===== src/assert_macros.svh =====
// ---------------------------------------------------------------------------
// Assertion macros
// Shared concurrent assertion forms, clocked on clk and disabled in reset.
// ---------------------------------------------------------------------------
`ifndef ASSERT_MACROS_SVH
`define ASSERT_MACROS_SVH

// The consequent must hold in the same cycle as the antecedent.
`define ASSERT_SAME(label, ante, cons, msg) \
	label: assert property (@(posedge clk) disable iff (!arst_n) (ante) |-> (cons)) \
		else $error(msg);

// The consequent must hold in the cycle after the antecedent.
`define ASSERT_NEXT(label, ante, cons, msg) \
	label: assert property (@(posedge clk) disable iff (!arst_n) (ante) |=> (cons)) \
		else $error(msg);

`endif


===== src/ssei_pkg.sv =====
// ---------------------------------------------------------------------------
// Sequence event interpreter package
// Types, codes and small helper functions shared by the interpreter modules.
// ---------------------------------------------------------------------------
package ssei_pkg;

	localparam int LVL_W          = 5;
	localparam int LOOP_DEPTH_DEF = 8;
	localparam int CALL_DEPTH_DEF = 8;

	localparam logic [6:0] VEL_RESET = 7'd100;

	// Result kinds
	localparam logic [4:0] KIND_NOTE      = 5'd0;
	localparam logic [4:0] KIND_TIE       = 5'd1;
	localparam logic [4:0] KIND_REST      = 5'd2;
	localparam logic [4:0] KIND_WAIT      = 5'd3;
	localparam logic [4:0] KIND_VOLUME    = 5'd4;
	localparam logic [4:0] KIND_MASTER    = 5'd5;
	localparam logic [4:0] KIND_TRANSPOSE = 5'd6;
	localparam logic [4:0] KIND_PROGRAM   = 5'd7;
	localparam logic [4:0] KIND_PAN       = 5'd8;
	localparam logic [4:0] KIND_ADSR      = 5'd9;
	localparam logic [4:0] KIND_OCTAVE    = 5'd10;
	localparam logic [4:0] KIND_ECHO_VOL  = 5'd11;
	localparam logic [4:0] KIND_DSP_WRITE = 5'd12;
	localparam logic [4:0] KIND_FADE      = 5'd13;
	localparam logic [4:0] KIND_NOISE     = 5'd14;
	localparam logic [4:0] KIND_DUR_RATE  = 5'd15;
	localparam logic [4:0] KIND_DEF_LEN   = 5'd16;
	localparam logic [4:0] KIND_LOOP_BEG  = 5'd17;
	localparam logic [4:0] KIND_LOOP_END  = 5'd18;
	localparam logic [4:0] KIND_CALL      = 5'd19;
	localparam logic [4:0] KIND_RETURN    = 5'd20;
	localparam logic [4:0] KIND_JUMP      = 5'd21;
	localparam logic [4:0] KIND_SKIPPED   = 5'd22;
	localparam logic [4:0] KIND_END       = 5'd23;
	localparam logic [4:0] KIND_INVALID   = 5'd24;

	// Stop codes
	localparam logic [1:0] STOP_CONT    = 2'd0;
	localparam logic [1:0] STOP_END     = 2'd1;
	localparam logic [1:0] STOP_STACK   = 2'd2;
	localparam logic [1:0] STOP_UNKNOWN = 2'd3;

	// Status bytes of the extended command set
	localparam logic [7:0] OP_TRANSPOSE = 8'hE4;
	localparam logic [7:0] OP_MASTER    = 8'hE5;
	localparam logic [7:0] OP_ECHO_VOL  = 8'hE6;
	localparam logic [7:0] OP_OCT_DOWN  = 8'hE7;
	localparam logic [7:0] OP_OCT_UP    = 8'hE8;
	localparam logic [7:0] OP_LOOP_BEG  = 8'hEA;
	localparam logic [7:0] OP_LOOP_END  = 8'hEB;
	localparam logic [7:0] OP_DUR_RATE  = 8'hEC;
	localparam logic [7:0] OP_DSP_WRITE = 8'hED;
	localparam logic [7:0] OP_SKIP3     = 8'hEF;
	localparam logic [7:0] OP_NOISE     = 8'hF0;
	localparam logic [7:0] OP_VOLUME    = 8'hF1;
	localparam logic [7:0] OP_FADE      = 8'hF3;
	localparam logic [7:0] OP_PAN       = 8'hF4;
	localparam logic [7:0] OP_ADSR      = 8'hF7;
	localparam logic [7:0] OP_RETURN    = 8'hF8;
	localparam logic [7:0] OP_CALL      = 8'hF9;
	localparam logic [7:0] OP_JUMP      = 8'hFA;
	localparam logic [7:0] OP_SKIP2     = 8'hFB;
	localparam logic [7:0] OP_PROGRAM   = 8'hFC;
	localparam logic [7:0] OP_DEF_LEN   = 8'hFD;
	localparam logic [7:0] OP_SKIP1     = 8'hFE;
	localparam logic [7:0] OP_END       = 8'hFF;

	localparam logic [7:0] SLUR_MARK = 8'hFE;
	localparam logic [7:0] KEY_NONE  = 8'hFF;
	localparam logic [7:0] CNT_IDLE  = 8'hFF;

	typedef struct packed {
		logic [15:0] event_addr;
		logic [7:0]  status;
		logic [7:0]  byte_one;
		logic [7:0]  byte_two;
		logic [7:0]  byte_three;
	} item_t;

	typedef struct packed {
		logic [4:0]  kind;
		logic [7:0]  note_key;
		logic [6:0]  velocity;
		logic [7:0]  gate_duration;
		logic [7:0]  delta_time;
		logic [15:0] value_main;
		logic [7:0]  value_second;
		logic [15:0] next_addr;
		logic [1:0]  stop_code;
	} result_t;

	typedef struct packed {
		logic [7:0]  octave;
		logic [7:0]  default_length;
		logic [7:0]  duration_rate;
		logic [7:0]  instrument;
		logic [15:0] envelope_word;
		logic [7:0]  pan_raw;
		logic [7:0]  previous_key;
		logic        slur_pending;
	} chan_t;

	localparam chan_t CHAN_RESET = '{
		octave:         8'd4,
		default_length: 8'd1,
		duration_rate:  8'd8,
		instrument:     8'd0,
		envelope_word:  16'h8fe0,
		pan_raw:        8'd0,
		previous_key:   KEY_NONE,
		slur_pending:   1'b0
	};

	// What the decoder sees of the two stacks
	typedef struct packed {
		logic [LVL_W-1:0] loop_level;
		logic [7:0]       loop_cnt;
		logic [LVL_W-1:0] call_level;
		logic [15:0]      ret_addr;
	} stk_view_t;

	// Stack updates requested by the decoder
	typedef struct packed {
		logic        loop_dec;
		logic        loop_inc;
		logic        loop_wr;
		logic [7:0]  loop_wr_data;
		logic        call_push;
		logic        call_pop;
		logic [15:0] call_wr_data;
	} stk_cmd_t;

	function automatic logic [7:0] key_offset(input logic [3:0] k);
		logic [7:0] r;
		case (k)
			4'd0:    r = 8'h0c;
			4'd1:    r = 8'h0e;
			4'd2:    r = 8'h10;
			4'd3:    r = 8'h11;
			4'd4:    r = 8'h13;
			4'd5:    r = 8'h15;
			4'd6:    r = 8'h17;
			4'd8:    r = 8'h0d;
			4'd9:    r = 8'h0f;
			4'd10:   r = 8'h10;
			4'd11:   r = 8'h12;
			4'd12:   r = 8'h14;
			4'd13:   r = 8'h16;
			4'd14:   r = 8'h17;
			default: r = 8'h6f;
		endcase
		return r;
	endfunction

	// Magnitude of an eight-bit two's complement value; -128 gives 128.
	function automatic logic [7:0] sabs8(input logic [7:0] b);
		return b[7] ? 8'(~b + 8'd1) : b;
	endfunction

endpackage


===== src/ssei_stack.sv =====
// ---------------------------------------------------------------------------
// Loop and call stacks
// Loop counter stack (grows downwards) and return address stack.
// ---------------------------------------------------------------------------
module ssei_stack #(
	parameter int LOOP_DEPTH = ssei_pkg::LOOP_DEPTH_DEF,
	parameter int CALL_DEPTH = ssei_pkg::CALL_DEPTH_DEF
) (
	input  logic                clk,
	input  logic                arst_n,
	input  logic                upd,
	input  ssei_pkg::stk_cmd_t  cmd,
	output ssei_pkg::stk_view_t view
);
	import ssei_pkg::*;

	localparam int LI = (LOOP_DEPTH > 1) ? $clog2(LOOP_DEPTH) : 1;
	localparam int CI = (CALL_DEPTH > 1) ? $clog2(CALL_DEPTH) : 1;

	logic [LVL_W-1:0] loop_level_q;
	logic [LVL_W-1:0] call_level_q;
	logic [7:0]       loop_cnt_q [LOOP_DEPTH];
	logic [15:0]      ret_q      [CALL_DEPTH];
	logic [LVL_W-1:0] ret_level;
	logic             loop_in_range;

	assign loop_in_range = loop_level_q < LVL_W'(LOOP_DEPTH);
	assign ret_level     = call_level_q - LVL_W'(1);

	assign view.loop_level = loop_level_q;
	assign view.call_level = call_level_q;
	assign view.loop_cnt   = loop_in_range ? loop_cnt_q[loop_level_q[LI-1:0]] : CNT_IDLE;
	assign view.ret_addr   = ret_q[ret_level[CI-1:0]];

	always_ff @(posedge clk or negedge arst_n) begin
		if (!arst_n) begin
			loop_level_q <= LVL_W'(LOOP_DEPTH);
			call_level_q <= '0;
			for (int i = 0; i < LOOP_DEPTH; i++) begin
				loop_cnt_q[i] <= CNT_IDLE;
			end
		end else if (upd) begin
			if (cmd.loop_wr && loop_in_range) begin
				loop_cnt_q[loop_level_q[LI-1:0]] <= cmd.loop_wr_data;
			end
			if (cmd.loop_dec) begin
				loop_level_q <= loop_level_q - LVL_W'(1);
			end else if (cmd.loop_inc) begin
				loop_level_q <= loop_level_q + LVL_W'(1);
			end
			if (cmd.call_push) begin
				call_level_q <= call_level_q + LVL_W'(1);
			end else if (cmd.call_pop) begin
				call_level_q <= ret_level;
			end
		end
	end

	// Return addresses are only read after a call has written them.
	always_ff @(posedge clk) begin
		if (upd && cmd.call_push) begin
			ret_q[call_level_q[CI-1:0]] <= cmd.call_wr_data;
		end
	end

endmodule


===== src/ssei_decode.sv =====
// ---------------------------------------------------------------------------
// Event decoder
// Decodes one event against the channel state and produces its result,
// the next channel state and the stack updates.
// ---------------------------------------------------------------------------
module ssei_decode #(
	parameter int LOOP_DEPTH = ssei_pkg::LOOP_DEPTH_DEF,
	parameter int CALL_DEPTH = ssei_pkg::CALL_DEPTH_DEF
) (
	input  ssei_pkg::item_t     item,
	input  ssei_pkg::chan_t     chan,
	input  ssei_pkg::stk_view_t view,
	input  logic [6:0]          note_velocity,
	output ssei_pkg::result_t   res,
	output ssei_pkg::chan_t     chan_nxt,
	output ssei_pkg::stk_cmd_t  cmd
);
	import ssei_pkg::*;

	logic [15:0] addr;
	logic        long_form;
	logic [7:0]  len;
	logic [7:0]  look;
	logic [16:0] after;
	logic [3:0]  rate;
	logic [11:0] prod;
	logic [7:0]  scaled;
	logic [7:0]  gate;
	logic [3:0]  k;
	logic [7:0]  key;
	logic [15:0] rel;
	logic [15:0] dest;
	logic [8:0]  vol_sum;
	logic [7:0]  vol_clamp;
	logic [7:0]  abs_one;
	logic [7:0]  pan_clamp;
	logic [7:0]  cnt_dec;

	assign addr      = item.event_addr;
	assign long_form = item.status[4];
	assign len       = long_form ? item.byte_one : chan.default_length;
	assign look      = long_form ? item.byte_two : item.byte_one;
	assign after     = {1'b0, addr} + (long_form ? 17'd2 : 17'd1);
	assign rate      = (chan.duration_rate < 8'd8) ? chan.duration_rate[3:0] : 4'd8;
	assign prod      = len * rate;
	assign scaled    = prod[10:3];
	assign k         = item.status[3:0];

	// Gate is the scaled length, capped at one tick short of the length and never below one.
	always_comb begin
		if (len == 8'd0) begin
			gate = 8'd1;
		end else begin
			gate = (scaled > len - 8'd1) ? len - 8'd1 : scaled;
			if (gate == 8'd0) begin
				gate = 8'd1;
			end
		end
	end

	assign key = {chan.octave[4:0], 3'b000} + {chan.octave[5:0], 2'b00} + key_offset(k);

	assign rel     = {item.byte_two, item.byte_one} + addr;
	assign dest    = {item.byte_three, item.byte_two} + addr;
	assign vol_sum = {1'b0, sabs8(item.byte_one)} + {1'b0, sabs8(item.byte_two)};
	assign vol_clamp = vol_sum[8] ? 8'hFF : vol_sum[7:0];
	assign abs_one   = sabs8(item.byte_one);

	// Pan is clamped to -15..15 as a signed byte.
	always_comb begin
		if (item.byte_one[7] && item.byte_one < 8'hF1) begin
			pan_clamp = 8'hF1;
		end else if (!item.byte_one[7] && item.byte_one > 8'h0F) begin
			pan_clamp = 8'h0F;
		end else begin
			pan_clamp = item.byte_one;
		end
	end

	// An inactive counter takes its count from the event; zero wraps round.
	always_comb begin
		if (view.loop_cnt == 8'd0) begin
			cnt_dec = 8'd0;
		end else if (view.loop_cnt[7]) begin
			cnt_dec = item.byte_one - 8'd1;
		end else begin
			cnt_dec = view.loop_cnt - 8'd1;
		end
	end

	always_comb begin
		res           = '0;
		res.kind      = KIND_INVALID;
		res.next_addr = addr + 16'd1;
		chan_nxt      = chan;
		cmd           = '0;

		if (!item.status[7]) begin
			res.delta_time = len;
			res.next_addr  = after[15:0];
			if (k == 4'd7) begin
				res.kind              = KIND_REST;
				chan_nxt.previous_key = KEY_NONE;
			end else if (k == 4'd15) begin
				res.kind              = KIND_WAIT;
				chan_nxt.previous_key = KEY_NONE;
			end else begin
				res.note_key      = key;
				res.gate_duration = gate;
				if (chan.slur_pending && key == chan.previous_key) begin
					res.kind = KIND_TIE;
				end else begin
					res.kind     = KIND_NOTE;
					res.velocity = note_velocity;
				end
				chan_nxt.previous_key = key;
			end
			chan_nxt.slur_pending = !after[16] && look == SLUR_MARK;
		end else if (item.status[7:4] == 4'h8) begin
			res.kind       = KIND_VOLUME;
			res.value_main = {12'd0, item.status[3:0]};
		end else if (item.status[7:4] == 4'h9) begin
			res.kind        = KIND_OCTAVE;
			chan_nxt.octave = {4'd0, item.status[3:0]};
			res.value_main  = {12'd0, item.status[3:0]};
		end else begin
			case (item.status)
				OP_TRANSPOSE: begin
					res.kind       = KIND_TRANSPOSE;
					res.value_main = {8'd0, item.byte_one};
					res.next_addr  = addr + 16'd2;
				end
				OP_MASTER: begin
					res.kind       = KIND_MASTER;
					res.value_main = {9'd0, vol_clamp[7:1]};
					res.next_addr  = addr + 16'd3;
				end
				OP_ECHO_VOL: begin
					res.kind         = KIND_ECHO_VOL;
					res.value_main   = {8'd0, item.byte_one};
					res.value_second = item.byte_two;
					res.next_addr    = addr + 16'd3;
				end
				OP_OCT_DOWN: begin
					res.kind        = KIND_OCTAVE;
					chan_nxt.octave = chan.octave - 8'd1;
					res.value_main  = {8'd0, chan_nxt.octave};
				end
				OP_OCT_UP: begin
					res.kind        = KIND_OCTAVE;
					chan_nxt.octave = chan.octave + 8'd1;
					res.value_main  = {8'd0, chan_nxt.octave};
				end
				OP_LOOP_BEG: begin
					res.kind = KIND_LOOP_BEG;
					if (view.loop_level == '0) begin
						res.stop_code = STOP_STACK;
					end else begin
						cmd.loop_dec = 1'b1;
					end
				end
				OP_LOOP_END: begin
					res.kind       = KIND_LOOP_END;
					res.value_main = {8'd0, item.byte_one};
					res.next_addr  = addr + 16'd4;
					if (view.loop_level >= LVL_W'(LOOP_DEPTH)) begin
						res.stop_code = STOP_STACK;
					end else if (cnt_dec != 8'd0) begin
						cmd.loop_wr      = 1'b1;
						cmd.loop_wr_data = cnt_dec;
						res.next_addr    = dest;
					end else begin
						cmd.loop_wr      = 1'b1;
						cmd.loop_wr_data = CNT_IDLE;
						cmd.loop_inc     = 1'b1;
					end
				end
				OP_DUR_RATE: begin
					res.kind               = KIND_DUR_RATE;
					chan_nxt.duration_rate = item.byte_one;
					res.value_main         = {8'd0, item.byte_one};
					res.next_addr          = addr + 16'd2;
				end
				OP_DSP_WRITE: begin
					res.kind         = KIND_DSP_WRITE;
					res.value_main   = {8'd0, item.byte_one};
					res.value_second = item.byte_two;
					res.next_addr    = addr + 16'd3;
				end
				OP_SKIP3: begin
					res.kind      = KIND_SKIPPED;
					res.next_addr = addr + 16'd3;
				end
				OP_NOISE: begin
					res.kind = KIND_NOISE;
				end
				OP_VOLUME: begin
					res.kind       = KIND_VOLUME;
					res.value_main = {8'd0, abs_one[7] ? 8'd127 : abs_one};
					res.next_addr  = addr + 16'd2;
				end
				OP_FADE: begin
					res.kind       = KIND_FADE;
					res.value_main = {8'd0, item.byte_one};
					res.next_addr  = addr + 16'd2;
				end
				OP_PAN: begin
					res.kind         = KIND_PAN;
					chan_nxt.pan_raw = item.byte_one;
					res.value_main   = {8'd0, pan_clamp};
					res.next_addr    = addr + 16'd2;
				end
				OP_ADSR: begin
					res.kind               = KIND_ADSR;
					chan_nxt.envelope_word = {item.byte_two, item.byte_one};
					res.value_main         = {item.byte_two, item.byte_one};
					res.next_addr          = addr + 16'd3;
				end
				OP_RETURN: begin
					res.kind = KIND_RETURN;
					if (view.call_level == '0) begin
						res.stop_code = STOP_STACK;
					end else begin
						cmd.call_pop  = 1'b1;
						res.next_addr = view.ret_addr;
					end
				end
				OP_CALL: begin
					res.kind       = KIND_CALL;
					res.value_main = rel;
					res.next_addr  = addr + 16'd3;
					if (view.call_level >= LVL_W'(CALL_DEPTH)) begin
						res.stop_code = STOP_STACK;
					end else begin
						cmd.call_push    = 1'b1;
						cmd.call_wr_data = addr + 16'd3;
						res.next_addr    = rel;
					end
				end
				OP_JUMP: begin
					res.kind       = KIND_JUMP;
					res.value_main = rel;
					res.next_addr  = rel;
				end
				OP_SKIP2: begin
					res.kind      = KIND_SKIPPED;
					res.next_addr = addr + 16'd2;
				end
				OP_PROGRAM: begin
					res.kind            = KIND_PROGRAM;
					chan_nxt.instrument = item.byte_one;
					res.value_main      = {8'd0, item.byte_one};
					res.next_addr       = addr + 16'd2;
				end
				OP_DEF_LEN: begin
					res.kind                = KIND_DEF_LEN;
					chan_nxt.default_length = item.byte_one;
					res.value_main          = {8'd0, item.byte_one};
					res.next_addr           = addr + 16'd2;
				end
				OP_SKIP1: begin
					res.kind = KIND_SKIPPED;
				end
				OP_END: begin
					res.kind      = KIND_END;
					res.stop_code = STOP_END;
				end
				default: begin
					res.kind      = KIND_INVALID;
					res.stop_code = STOP_UNKNOWN;
				end
			endcase
		end
	end

endmodule


===== src/sound_sequence_event_interpreter_unit.sv =====
// ---------------------------------------------------------------------------
// Sound sequence event interpreter
// An accepted request is registered in item_s1; its decoded result is registered in res_s2.
// Throughput: one request per cycle while the output is not stalled; decode and state update take one stage.
// Reset: channel state, stacks and note velocity return to their start values.
// ---------------------------------------------------------------------------
module sound_sequence_event_interpreter_unit #(
	parameter int LOOP_DEPTH = ssei_pkg::LOOP_DEPTH_DEF,
	parameter int CALL_DEPTH = ssei_pkg::CALL_DEPTH_DEF
) (
	input  logic              clk,
	input  logic              arst_n,
	input  logic              cfg_valid,
	output logic              cfg_ready,
	input  logic [6:0]        cfg_data,
	input  logic              in_valid,
	output logic              in_stall,
	input  logic [15:0]       event_addr,
	input  logic [7:0]        status,
	input  logic [7:0]        byte_one,
	input  logic [7:0]        byte_two,
	input  logic [7:0]        byte_three,
	output logic              out_valid,
	input  logic              out_stall,
	output logic [4:0]        kind,
	output logic signed [7:0] note_key,
	output logic [6:0]        velocity,
	output logic [7:0]        gate_duration,
	output logic [7:0]        delta_time,
	output logic [15:0]       value_main,
	output logic [7:0]        value_second,
	output logic [15:0]       next_addr,
	output logic [1:0]        stop_code
);
	import ssei_pkg::*;

	item_t     item_s1;
	logic      valid_s1;
	result_t   res_s2;
	logic      valid_s2;
	chan_t     chan_q;
	chan_t     chan_nxt;
	logic [6:0] note_velocity_q;
	result_t   res_d;
	stk_view_t stk_view;
	stk_cmd_t  stk_cmd;
	logic      advance;
	logic      fire;
	logic      accept;

	// The result register frees up whenever it is empty or being taken.
	assign advance   = !valid_s2 || !out_stall;
	assign fire      = valid_s1 && advance;
	assign in_stall  = valid_s1 && !advance;
	assign accept    = in_valid && !in_stall;
	assign cfg_ready = 1'b1;

	ssei_decode #(
		.LOOP_DEPTH (LOOP_DEPTH),
		.CALL_DEPTH (CALL_DEPTH)
	) u_decode (
		.item          (item_s1),
		.chan          (chan_q),
		.view          (stk_view),
		.note_velocity (note_velocity_q),
		.res           (res_d),
		.chan_nxt      (chan_nxt),
		.cmd           (stk_cmd)
	);

	ssei_stack #(
		.LOOP_DEPTH (LOOP_DEPTH),
		.CALL_DEPTH (CALL_DEPTH)
	) u_stack (
		.clk    (clk),
		.arst_n (arst_n),
		.upd    (fire),
		.cmd    (stk_cmd),
		.view   (stk_view)
	);

	always_ff @(posedge clk or negedge arst_n) begin
		if (!arst_n) begin
			valid_s1        <= 1'b0;
			valid_s2        <= 1'b0;
			chan_q          <= CHAN_RESET;
			note_velocity_q <= VEL_RESET;
		end else begin
			if (accept) begin
				valid_s1 <= 1'b1;
			end else if (advance) begin
				valid_s1 <= 1'b0;
			end
			if (advance) begin
				valid_s2 <= valid_s1;
			end
			if (fire) begin
				chan_q <= chan_nxt;
			end
			if (cfg_valid && cfg_ready) begin
				note_velocity_q <= cfg_data;
			end
		end
	end

	always_ff @(posedge clk) begin
		if (accept) begin
			item_s1 <= '{event_addr: event_addr, status: status, byte_one: byte_one,
				byte_two: byte_two, byte_three: byte_three};
		end
		if (fire) begin
			res_s2 <= res_d;
		end
	end

	assign out_valid     = valid_s2;
	assign kind          = res_s2.kind;
	assign note_key      = $signed(res_s2.note_key);
	assign velocity      = res_s2.velocity;
	assign gate_duration = res_s2.gate_duration;
	assign delta_time    = res_s2.delta_time;
	assign value_main    = res_s2.value_main;
	assign value_second  = res_s2.value_second;
	assign next_addr     = res_s2.next_addr;
	assign stop_code     = res_s2.stop_code;

`include "assert_macros.svh"

	`ASSERT_SAME(a_stack_fault_kind, out_valid && stop_code == STOP_STACK, kind == KIND_LOOP_BEG || kind == KIND_LOOP_END || kind == KIND_CALL || kind == KIND_RETURN, "stack fault on a kind that has no stack")
	`ASSERT_SAME(a_end_stop, out_valid && kind == KIND_END, stop_code == STOP_END, "end of track without its stop code")
	`ASSERT_NEXT(a_call_push, fire && res_d.kind == KIND_CALL && res_d.stop_code == STOP_CONT, stk_view.call_level == $past(stk_view.call_level) + LVL_W'(1), "call did not push the return stack")
	`ASSERT_NEXT(a_loop_bound, 1'b1, stk_view.loop_level <= LVL_W'(LOOP_DEPTH), "loop level beyond stack depth")

endmodule

===== config.mk =====
export PLATFORM = sky130hd
export DESIGN_NAME = sound_sequence_event_interpreter_unit
export DESIGN_NICKNAME = d
export VERILOG_FILES = /design/src/ssei_pkg.sv /design/src/ssei_stack.sv /design/src/ssei_decode.sv /design/src/sound_sequence_event_interpreter_unit.sv
export VERILOG_INCLUDE_DIRS = /design/src /design/src/src
export SDC_FILE = /design/constraint.sdc
export NUM_CORES = 1
export LEC_CHECK = 0
export BUFFER_PORTS_ARGS = -buffer_cell sky130_fd_sc_hd__buf_2
export CAP_MARGIN = 20
export CORE_ASPECT_RATIO = 1.4
export CORE_MARGIN = 2
export CORE_UTILIZATION = 30
export CTS_BUF_LIST = sky130_fd_sc_hd__clkbuf_8
export DETAILED_ROUTE_END_ITERATION = 6
export HOLD_SLACK_MARGIN = 0.08
export PLACE_DENSITY = 0.54
export SLEW_MARGIN = 20
export SYNTH_ARGS = -nofsm -noshare
export SYNTH_HDL_FRONTEND = slang
export SYNTH_SLANG_ARGS = --single-unit

===== constraint.sdc =====
create_clock -name clk -period 6.1 [get_ports clk]
set_clock_uncertainty 0.15 [all_clocks]
set_input_delay 0.61 -clock clk [delete_from_list [all_inputs] [get_ports clk]]
set_output_delay 0.61 -clock clk [all_outputs]
set_load 0.01 [all_outputs]

==> reports/results.ini <==
[run_status]
status = finished, final reports clean

[die]
initial_core_util = 0.302
pin_count = 141
die_y_um = 329
placementRows = 119
die_area_sq_um = 77900
die_w_um = 236
core_sq_um = 75000

[yosys]
synth_edf_count = 254
yosysSeqAreaShare = 0.474
syn_avg_cell_area_sq_um = 11.0
yosys.cell_types.count = 89
yosysMostFrequentCell = edfxtp_1
synth_top_cells_by_count = 254 x edfxtp_1, 175 x nor2_1, 153 x nand2_1, 121 x a21oi_1, 107 x o21ai_0
synth_area_sq_um = 22700
synth_top_family_by_area = compound AO/OA/AOI/OAI gates
synth_top_cell_by_area = edfxtp_1
synthAdderAreaFrac = 0.0701
synth.area.top_cells = edfxtp_1 34%, dfstp_2 9.1%, ha_1 5.1%, mux2_2 4.7%, dfrtp_1 4.1%
synth-main-ff-cell = edfxtp_1
netlist.area_leader.share = 0.336
synth_nets = 2243
synthCells = 2069
synth-xor-area-share = 0.0519
postSynth.asyncResetShare = 0.309
synthMuxAreaShare = 0.108
ys_warn_count = 0
yosys.area_share.simple = 0.127
ys_seq_elements = 376
synth_compound_area_frac = 0.137

[cts]
cts_made_buffers = 61
clock_latency_ps = 710
cts_tree = built
cts_root_buf = clkbuf_8
clkTransAtPathRegs_ps = 60
htreeDepth = 2
cts_sinks = 376
cts_buffer_depth = 3

[final_layout]
final_core_util = 0.357
final_nets = 2484
area_delta_synth_final_pct = 18.0
final_cell_count_no_fill = 3328
fill_cells = 7478
final_area_sq_um = 26800
drive_gt1_frac = 0.243

[routing]
wl_per_cell_um = 22.0
drt_iter0_drc = 1266
dr_total_vias = 17800
drt_drc_violations_left = 0
drt_wl_total_mm = 73.2
dr.pass1.iters = 6
via_per_inst = 5.34
antenna_left = 0

[power_and_ir_drop]
leakagePower_nw = 10.7
power_density_nw_per_um2 = 251
p_total_mw = 6.73
peakVddDrop_mv = 0.161

[worst_setup_path]
slowest_delay_ps = 550
r2r_end = gate_duration[0]
crit_chain = or4_4 -> nor2_1 -> buf_4 -> nand2_1 -> or2_2 -> fa_2 -> fa_1 -> fa_1 -> nor2b_1 -> o21ai_2 -> a21boi_2 -> o21a_1 -> o41a_1 -> xnor2_2 -> inv_1 -> ha_4 -> nand3_2 -> a21oi_2 -> a211oi_2 -> o2111ai_2 -> a221oi_2 -> buf_4 -> o31a_1
worst_r2r_path_depth = 23
rrSetupSlack_ps = 150
r2r-start = chan_q[48]
cp_top_family = adder cells
required_ps = 6390
crit_path_top_delay_cell = fa_2
crit_buf_inv = 3
critPathCaptureType = register
cp_max_fo = 6
critPathKind = register to register
critPathArrivalTime_ps = 6230
start_kind = register

[global_routing]
antenna_found_initial = 7
grt_max_degree = 69
grt_first_pass_wirelength_mm = 110
grt_pass1_vias = 18100
overflow = 0
track_usage = 0.185

[hold_path]
hold_end = note_velocity_q[3]
min-delay-start = cfg_valid
hold_path_depth = 2
hold_path_class = primary input to register

[sta]
tightest_slew_ps = 1040
layout_min_cycle_time_ps = 5950
final-max-slew-violation-count = 0
finalSetupViolations = 0
timing.final.crit_share = 0.975
hold_viol = 0
hold_slack_ps = 150
setup_tns_ps = 0
relSlewSlack = 0.304
clock.fmax_ghz = 0.168
finalWorstSetupSlack_ps = 154

[place]
place_inst = 3149
io_buffers = 139
globalplace.congestion = 0.918
dpl_cell_area_sq_um = 24800
hpwl_mm = 53.6
dp_slack_ps = -169

[job]
max_cap_violations = 0

how the worst max path moves through the flow:
stage	startpoint	end	slack (ps)	cells past startpoint
finish	chan_q[48]	gate_duration[0]	150	23
global route	chan_q[48]	gate_duration[1]	-20	21
CTS	chan_q[48]	gate_duration[0]	1	23
detailed placement	chan_q[48]	gate_duration[0]	-170	24
global placement	chan_q[48]	gate_duration[0]	20	24
floorplan	chan_q[48]	gate_duration[1]	30	23
report_power, final:
group          total [mW]  internal [mW]  leakage (nW)  switching (mW)
Combinational        1.51          0.614          6.03           0.895
Sequential           3.03           2.89          3.95           0.140
Clock                2.19           1.14         0.685            1.05
Total                6.73           4.64          10.7            2.09
sequential cells by signal, summed over array words and instances, names as in the netlist, named ones only:
signal / count
item_s1: 48
gate_duration: 8
out_valid: 1
kind: 5
u_stack.loop_cnt_q: 64
velocity: 7
note_key: 8
next_addr: 16
value_main: 16
u_decode.key: 2
u_stack.ret_q: 128
delta_time: 8
stop_code: 2
value_second: 8
u_stack.loop_level_q: 5
valid_s1: 1
chan_q: 33
note_velocity_q: 7
u_stack.call_level_q: 5
cell type report:
cell class | count | area (sq um) | share of cell area
tap | 968 | 1210 | 0.0452
inverter | 76 | 288 | 0.0107
antenna | 1 | 2.50 | 0.0000935
clock buffer | 63 | 867 | 0.0324
clock inverter | 49 | 334 | 0.0125
sequential | 376 | 10800 | 0.402
multi-input combinational | 1514 | 11400 | 0.425
timing repair buffer | 281 | 1940 | 0.0723
layout by cell type (no fill, tap or decap), drive strengths merged, types with 53 or more instances in the layout:
master	n
nor2	175
a21oi	123
xnor2	84
clkbuf	63
edfxtp	254
mux2	101
ha	92
mux2i	55
nand3	53
nand2	153
dlygate4sd3	59
dfstp	79
buf	222
nor3	65
inv	99
o21ai	109
kinds of logic after synthesis:
group,Yosys count
AO/OA/AOI/OAI,471
adder cells (fa/ha/maj),114
AND/OR/NAND/NOR,606
multiplexers,189
other,1
buffers and inverters,179
XOR/XNOR,133
flip-flops,376
routing by layer:
| metal | part of all wire | GRT usage |
|---|---|---|
| met4 | 0.049 | 0.0920 |
| met2 | 0.52 | 0.338 |
| met3 | 0.034 | 0.0215 |
| met1 | 0.40 | 0.212 |
| met5 | 0.00018 | 0 |
what timing repair did:
| item | in CTS | in global routing |
|---|---|---|
| endpoints found under the hold margin | 91 | 0 |
| pin swaps | 1 | 6 |
| resized for setup | 5 | 15 |
| setup endpoints to repair | 4 | 8 |
| hold buffers | 59 | 0 |
| setup buffers | 0 | 5 |
Power figures use the tool's default switching activity.
